### src/rtl/core/cvt_pkg.sv
// Shared types, register codes and constants for the cone visibility tracker.
package cvt_pkg;

	localparam int SLOT_W = 12;

	localparam logic [1:0] EV_NONE   = 2'd0;
	localparam logic [1:0] EV_SHOWN  = 2'd1;
	localparam logic [1:0] EV_HIDDEN = 2'd2;

	localparam logic [2:0] REG_LX   = 3'd0;
	localparam logic [2:0] REG_LY   = 3'd1;
	localparam logic [2:0] REG_LZ   = 3'd2;
	localparam logic [2:0] REG_DIR  = 3'd3;
	localparam logic [2:0] REG_RAD  = 3'd4;
	localparam logic [2:0] REG_KEEP = 3'd5;
	localparam logic [2:0] REG_COS  = 3'd6;
	localparam logic [2:0] REG_OUTF = 3'd7;

	localparam logic [47:0] DIR_RESET  = 48'hC000_0000_0000;
	localparam logic [23:0] RAD_RESET  = 24'd8192;
	localparam logic [23:0] KEEP_RESET = 24'd1280;
	localparam logic [15:0] COS_RESET  = 16'd25736;
	localparam logic [14:0] OUTF_RESET = 15'd8192;

	typedef struct packed {
		logic                    command;
		logic [SLOT_W-1:0]       object_slot;
		logic                    realized;
		logic signed [31:0]      obj_x;
		logic signed [31:0]      obj_y;
		logic signed [31:0]      obj_z;
	} item_t;

	typedef struct packed {
		logic [1:0]        event_res;
		logic [SLOT_W-1:0] event_slot;
	} result_t;

	typedef struct packed {
		logic signed [31:0] listener_x;
		logic signed [31:0] listener_y;
		logic signed [31:0] listener_z;
		logic [47:0]        view_direction;
		logic [23:0]        show_radius;
		logic [23:0]        keep_margin;
		logic signed [15:0] cone_limit;
		logic [14:0]        outside_factor;
	} cfg_t;

	typedef enum logic [3:0] {
		OP_NOP,
		OP_LOAD,
		OP_CLEAR,
		OP_SQ,
		OP_SQRT_INIT,
		OP_SQRT,
		OP_DOT,
		OP_DIV1_INIT,
		OP_DIV,
		OP_CONE,
		OP_DIV2_INIT,
		OP_FMUL,
		OP_FACT,
		OP_CMP1,
		OP_CMP2,
		OP_DECIDE
	} dp_op_t;

	typedef struct packed {
		dp_op_t     op;
		logic [1:0] axis;
		logic       load_out;
	} dp_cmd_t;

	typedef struct packed {
		logic sweep_last;
		logic clear_cmd;
		logic in_range;
		logic realized;
		logic dist_zero;
		logic cone_full;
	} dp_status_t;

endpackage

### src/rtl/core/cvt_ctrl.sv
// Controller state machine that sequences the datapath and the result transfer.
module cvt_ctrl (
	input  logic                clk,
	input  logic                arst_n,
	input  logic                item_valid,
	output logic                item_stall,
	output logic                result_valid,
	input  logic                result_stall,
	input  cvt_pkg::dp_status_t status,
	output cvt_pkg::dp_cmd_t    cmd
);
	import cvt_pkg::*;

	typedef enum logic [4:0] {
		S_SWEEP,
		S_IDLE,
		S_ROUTE,
		S_SQ,
		S_SQRT_INIT,
		S_SQRT,
		S_DOT,
		S_DIV1_INIT,
		S_DIV,
		S_CONE,
		S_DIV2_INIT,
		S_FMUL,
		S_FACT,
		S_CMP1,
		S_CMP2,
		S_DECIDE,
		S_DONE
	} state_t;

	state_t     state_q;
	logic [4:0] cnt_q;
	logic       second_q;
	logic       boot_q;
	logic       result_valid_q;
	logic       load_out;

	assign item_stall   = state_q != S_IDLE;
	assign result_valid = result_valid_q;
	assign load_out     = (state_q == S_DONE) && (!result_valid_q || !result_stall);

	always_comb begin
		cmd.axis     = cnt_q[1:0];
		cmd.load_out = load_out;
		unique case (state_q)
			S_SWEEP:     cmd.op = OP_CLEAR;
			S_IDLE:      cmd.op = item_valid ? OP_LOAD : OP_NOP;
			S_SQ:        cmd.op = OP_SQ;
			S_SQRT_INIT: cmd.op = OP_SQRT_INIT;
			S_SQRT:      cmd.op = OP_SQRT;
			S_DOT:       cmd.op = OP_DOT;
			S_DIV1_INIT: cmd.op = OP_DIV1_INIT;
			S_DIV:       cmd.op = OP_DIV;
			S_CONE:      cmd.op = OP_CONE;
			S_DIV2_INIT: cmd.op = OP_DIV2_INIT;
			S_FMUL:      cmd.op = OP_FMUL;
			S_FACT:      cmd.op = OP_FACT;
			S_CMP1:      cmd.op = OP_CMP1;
			S_CMP2:      cmd.op = OP_CMP2;
			S_DECIDE:    cmd.op = OP_DECIDE;
			default:     cmd.op = OP_NOP;
		endcase
	end

	always_ff @(posedge clk or negedge arst_n) begin
		if (!arst_n) begin
			state_q        <= S_SWEEP;
			cnt_q          <= '0;
			second_q       <= 1'b0;
			boot_q         <= 1'b1;
			result_valid_q <= 1'b0;
		end else begin
			if (load_out) result_valid_q <= 1'b1;
			else if (!result_stall) result_valid_q <= 1'b0;

			unique case (state_q)
				S_SWEEP: begin
					if (status.sweep_last) begin
						boot_q  <= 1'b0;
						state_q <= boot_q ? S_IDLE : S_DECIDE;
					end
				end
				S_IDLE: begin
					if (item_valid) state_q <= S_ROUTE;
				end
				S_ROUTE: begin
					cnt_q <= '0;
					if (status.clear_cmd) state_q <= S_SWEEP;
					else if (!status.in_range || !status.realized) state_q <= S_DECIDE;
					else state_q <= S_SQ;
				end
				S_SQ: begin
					if (cnt_q == 5'd2) begin
						cnt_q   <= '0;
						state_q <= S_SQRT_INIT;
					end else begin
						cnt_q <= cnt_q + 1'b1;
					end
				end
				S_SQRT_INIT: begin
					cnt_q   <= '0;
					state_q <= S_SQRT;
				end
				S_SQRT: begin
					cnt_q <= cnt_q + 1'b1;
					if (cnt_q == 5'd31) state_q <= S_DOT;
				end
				S_DOT: begin
					if (cnt_q == 5'd2) begin
						cnt_q   <= '0;
						state_q <= status.dist_zero ? S_CONE : S_DIV1_INIT;
					end else begin
						cnt_q <= cnt_q + 1'b1;
					end
				end
				S_DIV1_INIT: begin
					cnt_q    <= '0;
					second_q <= 1'b0;
					state_q  <= S_DIV;
				end
				S_DIV: begin
					if (cnt_q == 5'd14) begin
						cnt_q   <= '0;
						state_q <= second_q ? S_FMUL : S_CONE;
					end else begin
						cnt_q <= cnt_q + 1'b1;
					end
				end
				S_CONE: begin
					state_q <= status.cone_full ? S_FACT : S_DIV2_INIT;
				end
				S_DIV2_INIT: begin
					cnt_q    <= '0;
					second_q <= 1'b1;
					state_q  <= S_DIV;
				end
				S_FMUL:   state_q <= S_FACT;
				S_FACT:   state_q <= S_CMP1;
				S_CMP1:   state_q <= S_CMP2;
				S_CMP2:   state_q <= S_DECIDE;
				S_DECIDE: state_q <= S_DONE;
				S_DONE: begin
					if (load_out) state_q <= S_IDLE;
				end
				default: state_q <= S_IDLE;
			endcase
		end
	end

	a_accept_routes: assert property (@(posedge clk) disable iff (!arst_n)
		(state_q == S_IDLE && item_valid) |=> (state_q == S_ROUTE && item_stall))
		else $error("accepted transfer did not enter routing");

	a_result_from_done: assert property (@(posedge clk) disable iff (!arst_n)
		$rose(result_valid_q) |-> $past(state_q == S_DONE))
		else $error("result raised outside the done state");

	a_sqrt_length: assert property (@(posedge clk) disable iff (!arst_n)
		(state_q == S_SQRT && cnt_q == 5'd31) |=> (state_q == S_DOT && cnt_q == 5'd0))
		else $error("square root did not end after 32 steps");

endmodule
### config.mk
export PLATFORM = sky130hd
export DESIGN_NAME = cvt_ctrl
export DESIGN_NICKNAME = d
export VERILOG_FILES = /design/src/rtl/core/cvt_pkg.sv /design/src/rtl/core/cvt_ctrl.sv
export SDC_FILE = /design/constraint.sdc
export NUM_CORES = 1
export LEC_CHECK = 0
export ABC_AREA = 1
export BUFFER_PORTS_ARGS = -buffer_cell sky130_fd_sc_hd__buf_2
export CAP_MARGIN = 20
export CORE_ASPECT_RATIO = 0.6
export CORE_MARGIN = 5
export CORE_UTILIZATION = 30
export DETAILED_ROUTE_END_ITERATION = 6
export PLACE_DENSITY = 0.48
export SYNTH_ARGS = -nofsm -noshare
export SYNTH_HDL_FRONTEND = slang
export SYNTH_SLANG_ARGS = --single-unit
### constraint.sdc
create_clock -name clk -period 2.2 [get_ports clk]
set_input_delay 0.11 -clock clk [delete_from_list [all_inputs] [get_ports clk]]
set_output_delay 0.11 -clock clk [all_outputs]
set_load 0.01 [all_outputs]
After elaboration in Yosys (flattened, before gate mapping):

Index checks and enable logic that the tools add are counted.

* bits in latches: 0
* bits in read-only memories: 0
* memories kept: 0
* output and inout port bits: 9
* word-level logic and storage cells: 71
* input bits: 10
* bits in writable memories: 0
* register bits after elaboration: 13

* eq/ne operators: 28
* bitwise gates (word level): 0
* div/mod/pow operators: 0
* mux-type cells: 22
* reduce and logical (&&, ||, !) cells: 15
* multipliers: 0
* $add $sub $neg: 1
* shift operators: 0
* magnitude comparators: 0

Operators by type and width (count)
* 5-bit case mux with 16 select lines: 1
* 4-bit case mux with 15 select lines: 1
* 5-bit by 4-bit == test with 1-bit output (second input constant): 9
* 5-bit 2-to-1 mux: 9
* 5-bit by 3-bit == test with 1-bit output (second input constant): 4
* 5-bit case mux with 4 select lines: 1
* 4-bit 2-to-1 mux: 4
* 5-bit by 2-bit == test with 1-bit output (second input constant): 3
* 2-bit inequality test (second input constant): 7
* 5-bit == test (second input constant): 2
* 7-bit AND reduction: 1
* 5-bit by 1-bit adder with 5-bit output (second input constant): 1
* 5-bit by 1-bit == test with 1-bit output (second input constant): 1
* 5-bit zero test: 1
* 5-bit by 1-bit inequality test with 1-bit output (second input constant): 1
* 1-bit zero test: 4
* 4-bit nonzero test: 1
* 2-bit OR reduction: 2
* 4-bit OR reduction: 1
* 1-bit 2-to-1 mux: 3
* 3-bit 2-to-1 mux: 1
* 1-bit logical OR: 2
* 2-bit 2-to-1 mux: 1
* 2-bit by 1-bit inequality test with 1-bit output (second input constant): 1
* other kinds (4): 4

Longest topological paths before layout:

* word-level depth: 5
* depth in mapped cells: 12
* gate-level depth less buffers: 12

Worst setup path after synthesis:

Ideal clock, no wire load.

* path kind: reg-to-reg
* from: register cnt_q[0]
* to: register cnt_q[4]
* clock period less this slack: 1515 ps
* arrival time: 1398 ps
* path buffers: 0
* path slack: 685 ps
* required time: 2083 ps
* library setup time: 117 ps
* stages on the path, launching flop included: 11
* cell sequence: dfrtp_1 > ha_1 > nand2_1 > nor2_1 > ha_1 > nand2_1 > inv_1 > a21oi_1 > nand2_1 > nand2_1 > nand2_1

* longest elaborated chain between the ends: 3
* elaborated cells between the ends (all ways): 6
* classes of those cells: add/sub (1); eq/ne (2); mux (3)

RTL lines
* start, declared: line cvt_ctrl.sv:35 `logic [4:0] cnt_q;`
* start signal, assigned: line cvt_ctrl.sv:100 `cnt_q <= cnt_q + 1'b1;`
* start signal, assigned: line cvt_ctrl.sv:108 `cnt_q <= cnt_q + 1'b1;`
* start signal, assigned: line cvt_ctrl.sv:116 `cnt_q <= cnt_q + 1'b1;`
* 5-bit by 1-bit adder with 5-bit output (tied with other cells)
* 5-bit 2-to-1 mux (on tied branches): line cvt_ctrl.sv:125, cvt_ctrl.sv:96, cvt_ctrl.sv:112
* 5-bit case mux with 4 select lines (*): line cvt_ctrl.sv:79 `unique case (state_q)`

Every way passes the cells marked *; elsewhere a longest branch is shown, timed or not.
A chain may end at the register's enable or synchronous reset.

Worst setup path after layout:

* from: register state_q[0]
* to: register cnt_q[1]

* longest elaborated chain between the ends: 3
* elaborated cells between the ends (all ways): 12
* classes of those cells: eq/ne (8); mux (1); reduce/logical (3)

RTL lines
* start, declared: line cvt_ctrl.sv:34 `state_t state_q;`
* start signal, assigned: line cvt_ctrl.sv:83 `state_q <= boot_q ? S_IDLE : S_DECIDE;`
* start signal, assigned: line cvt_ctrl.sv:114 `state_q <= status.dist_zero ? S_CONE : S_DIV1_INIT;`
* start signal, assigned: line cvt_ctrl.sv:127 `state_q <= second_q ? S_FMUL : S_CONE;`
* 5-bit by 2-bit == test with 1-bit output (tied with other cells): line cvt_ctrl.sv:79
* 4-bit OR reduction (no line) or 2-bit OR reduction (tied branches)
* 5-bit case mux with 4 select lines or 4-bit nonzero test (tied branches)

Several ways; a longest one is shown, not always the timed one.

==> impl_metrics.tcl <==
set metrics [dict create \
    critPathRequiredTime_ps 2340 \
    critPathLaunch "state_q[0]" \
    final_area_um2 1530 \
    postRouteAntennaNets 0 \
    rows 18 \
    fillers 481 \
    synth-simple-area-share_pct 53.6 \
    fp.dieArea_um2 5970 \
    wl_per_cell_um 12.3 \
    maxCapViolCount 0 \
    ys_ff_latch 13 \
    synth_enable_flop_cells 0 \
    r2r-end "cnt_q[1]" \
    yosys.area.top_type "dfrtp_1" \
    grt_start_max_net_pins 14 \
    power.leakage_nw 0.846 \
    synth_fa_ha_area_share_pct 2.79 \
    rr_worst_depth 7 \
    setup_viol 0 \
    worst_pin_slew_ps 418 \
    drt_iter0_markers 75 \
    remaining_drc_errors 0 \
    ios 19 \
    worst_slack_ps 415 \
    initial_utilization_pct 32.0 \
    status "complete, no violations" \
    drive_gt1_share_pct 23.1 \
    power_density_nw_per_um2 1500 \
    path_class "reg -> reg" \
    nets 243 \
    grt_pass1_wl_um 6050 \
    layout_min_cycle_time_ps 1790 \
    clockBufferDepth 2 \
    syn_to_final_growth_pct 13.7 \
    cts_buffers 3 \
    max_freq_mhz 560 \
    rsz0062_at_grt "no" \
    finalHoldViolCount 0 \
    r2r_start "state_q[0]" \
    slew_headroom_pct 72.1 \
    clkTransAtPathRegs_ps 70 \
    power_w 0.00230 \
    place_area_um2 1470 \
    first_global_vias 1200 \
    dp_hpwl_um 2920 \
    hold_slack_ps 27.2 \
    antenna_found_initial 0 \
    cts_setup_buffers 0 \
    cts_root_buf "clkbuf_8" \
    fp.dieW_um 96.5 \
    ctsResizeCount 0 \
    end_kind "flip-flop" \
    path_max_fanout 9 \
    grt_overflow 0 \
    avgSynthCellArea_um2 6.41 \
    cts_tree "yes" \
    worst_setup_path_start_kind "flip-flop" \
    synth_cell_type_count 27 \
    syn-cell-area_um2 1350 \
    synthTopCellsByCount "65 x nand2_1, 26 x nor2_1, 24 x inv_1, 16 x nand3_1, 12 x dfrtp_1" \
    hold_buffers 1 \
    diodes 0 \
    routabilityCongestion 0.860 \
    ys_seq_area_share_pct 24.3 \
    insertion_delay_ps 250 \
    viasPerCell 4.64 \
    core_area_um2 4210 \
    ir_drop_v 0.000509 \
    r2r_slack_ps 410 \
    fin_setup_tns_ps 0 \
    synth_xor_area_share_pct 0 \
    hold_class "in -> reg" \
    synth_compound_area_share_pct 7.16 \
    synth_top_cell_area_share_pct 22.3 \
    synth_top_family_by_area "simple AND/OR/NAND/NOR gates" \
    post-place-ws_ps 461 \
    synthCells 210 \
    firstDrtPassIters 5 \
    finClkSkew_ps 5.30 \
    drv_slew 0 \
    track_usage_pct 13.5 \
    synth_area_leaders "dfrtp_1 22%, nand2_1 18%, nor2_1 7.2%" \
    fin_crit_sh_pct 81.1 \
    syn_nets 223 \
    drt-total-wl_um 3560 \
    synth_most_common_cell "nand2_1" \
    worstSetupEndpoint "cnt_q[1]" \
    async_flop_share_pct 100 \
    fp.dieH_um 61.9 \
    synthMuxAreaShare_pct 0 \
    io_buffer_count 18 \
    cts_htree_levels 1 \
    ys.flop_type "dfrtp_1" \
    cp_data_arrival_time_ps 1920 \
    vias 1341 \
    synth_warnings 0 \
    cts_sinks 13 \
]
==> per-stage QoR <==
stage	instances	util, %
2_1_floorplan	210	-
3_3_place_gp	284	35.0
3_5_place_dp	284	35.0
4_1_cts	289	36.3
5_1_grt	289	36.3
6_report	289	36.3
==> critical path, cell delays in order, from the launching register on <==
cell and delay [ps]:
dfrtp_1 600, nor2_4 100, nand2_1 170, nor2_1 80
nor2_2 260, nand3_1 280, nand2_1 140, nand2_1 60
==> layout by cell type (no fill, tap or decap), types with 3 or more instances in the layout <==
cell type  instances
a21oi_1            5
buf_2             18
clkbuf_8           3
dfrtp_1           12
ha_1               3
inv_1             24
inv_2              3
nand2_1           65
nand2_2            5
nand3_1           16
nand3_2            5
nand4_1           10
nor2_1            26
nor2_2             6
nor2_4             4
o21ai_0            7
==> state kept, by name, indices dropped and copies added, names as in the netlist <==
name / count
cnt_q: 5
state_q: 5
boot_q: 1
result_valid: 1
second_q: 1
==> how the worst min path moves through the flow <==
| stage | start | to | slack, ps | depth (start not counted) |
|---|---|---|---|---|
| floorplan | arst_n | cnt_q[0] | -190 | 0 |
| global placement | arst_n | result_valid | 30 | 1 |
| detailed placement | arst_n | result_valid | 40 | 1 |
| CTS | status[5] | boot_q | 20 | 2 |
| global route | status[5] | boot_q | 50 | 2 |
| finish | status[5] | boot_q | 30 | 2 |
==> layer usage <==
| layer | global-route usage (%) | vias to the layer above | routed length, µm |
|---|---|---|---|
| li1 | - | 711 | - |
| met5 | 0 | - | 0 |
| met2 | 17.0 | 26 | 1250 |
| met1 | 22.3 | 602 | 2070 |
| met3 | 3.85 | 2 | 228 |
| met4 | 1.60 | 0 | 12 |
==> cells by family (layout without fill, tap and decap cells) <==
| kind of cell | after synthesis | after routing |
|---|---|---|
| AOI/OAI and AO/OA | 17 | 17 |
| adders and majority gates | 3 | 3 |
| buffers and inverters | 35 | 54 |
| DFF | 13 | 13 |
| and+or+nand+nor | 142 | 142 |
==> power by group <==
part	internal, W	switching [W]	total [W]
clock network	0.000125	0.000102	0.000227
logic	0.000522	0.00103	0.00155
registers	0.000340	0.000177	0.000517
==> area by class of cell <==
type	instances	area, µm²	share of cell area, %
timing repair buffer	21	115	7.52
inverter	29	111	7.28
multi-input combinational	162	856	55.9
tap	60	75.1	4.91
sequential	13	327	21.3
clock buffer	3	41.3	2.70
clock inverter	1	5.00	0.327
Power figures use the tool's default switching activity.
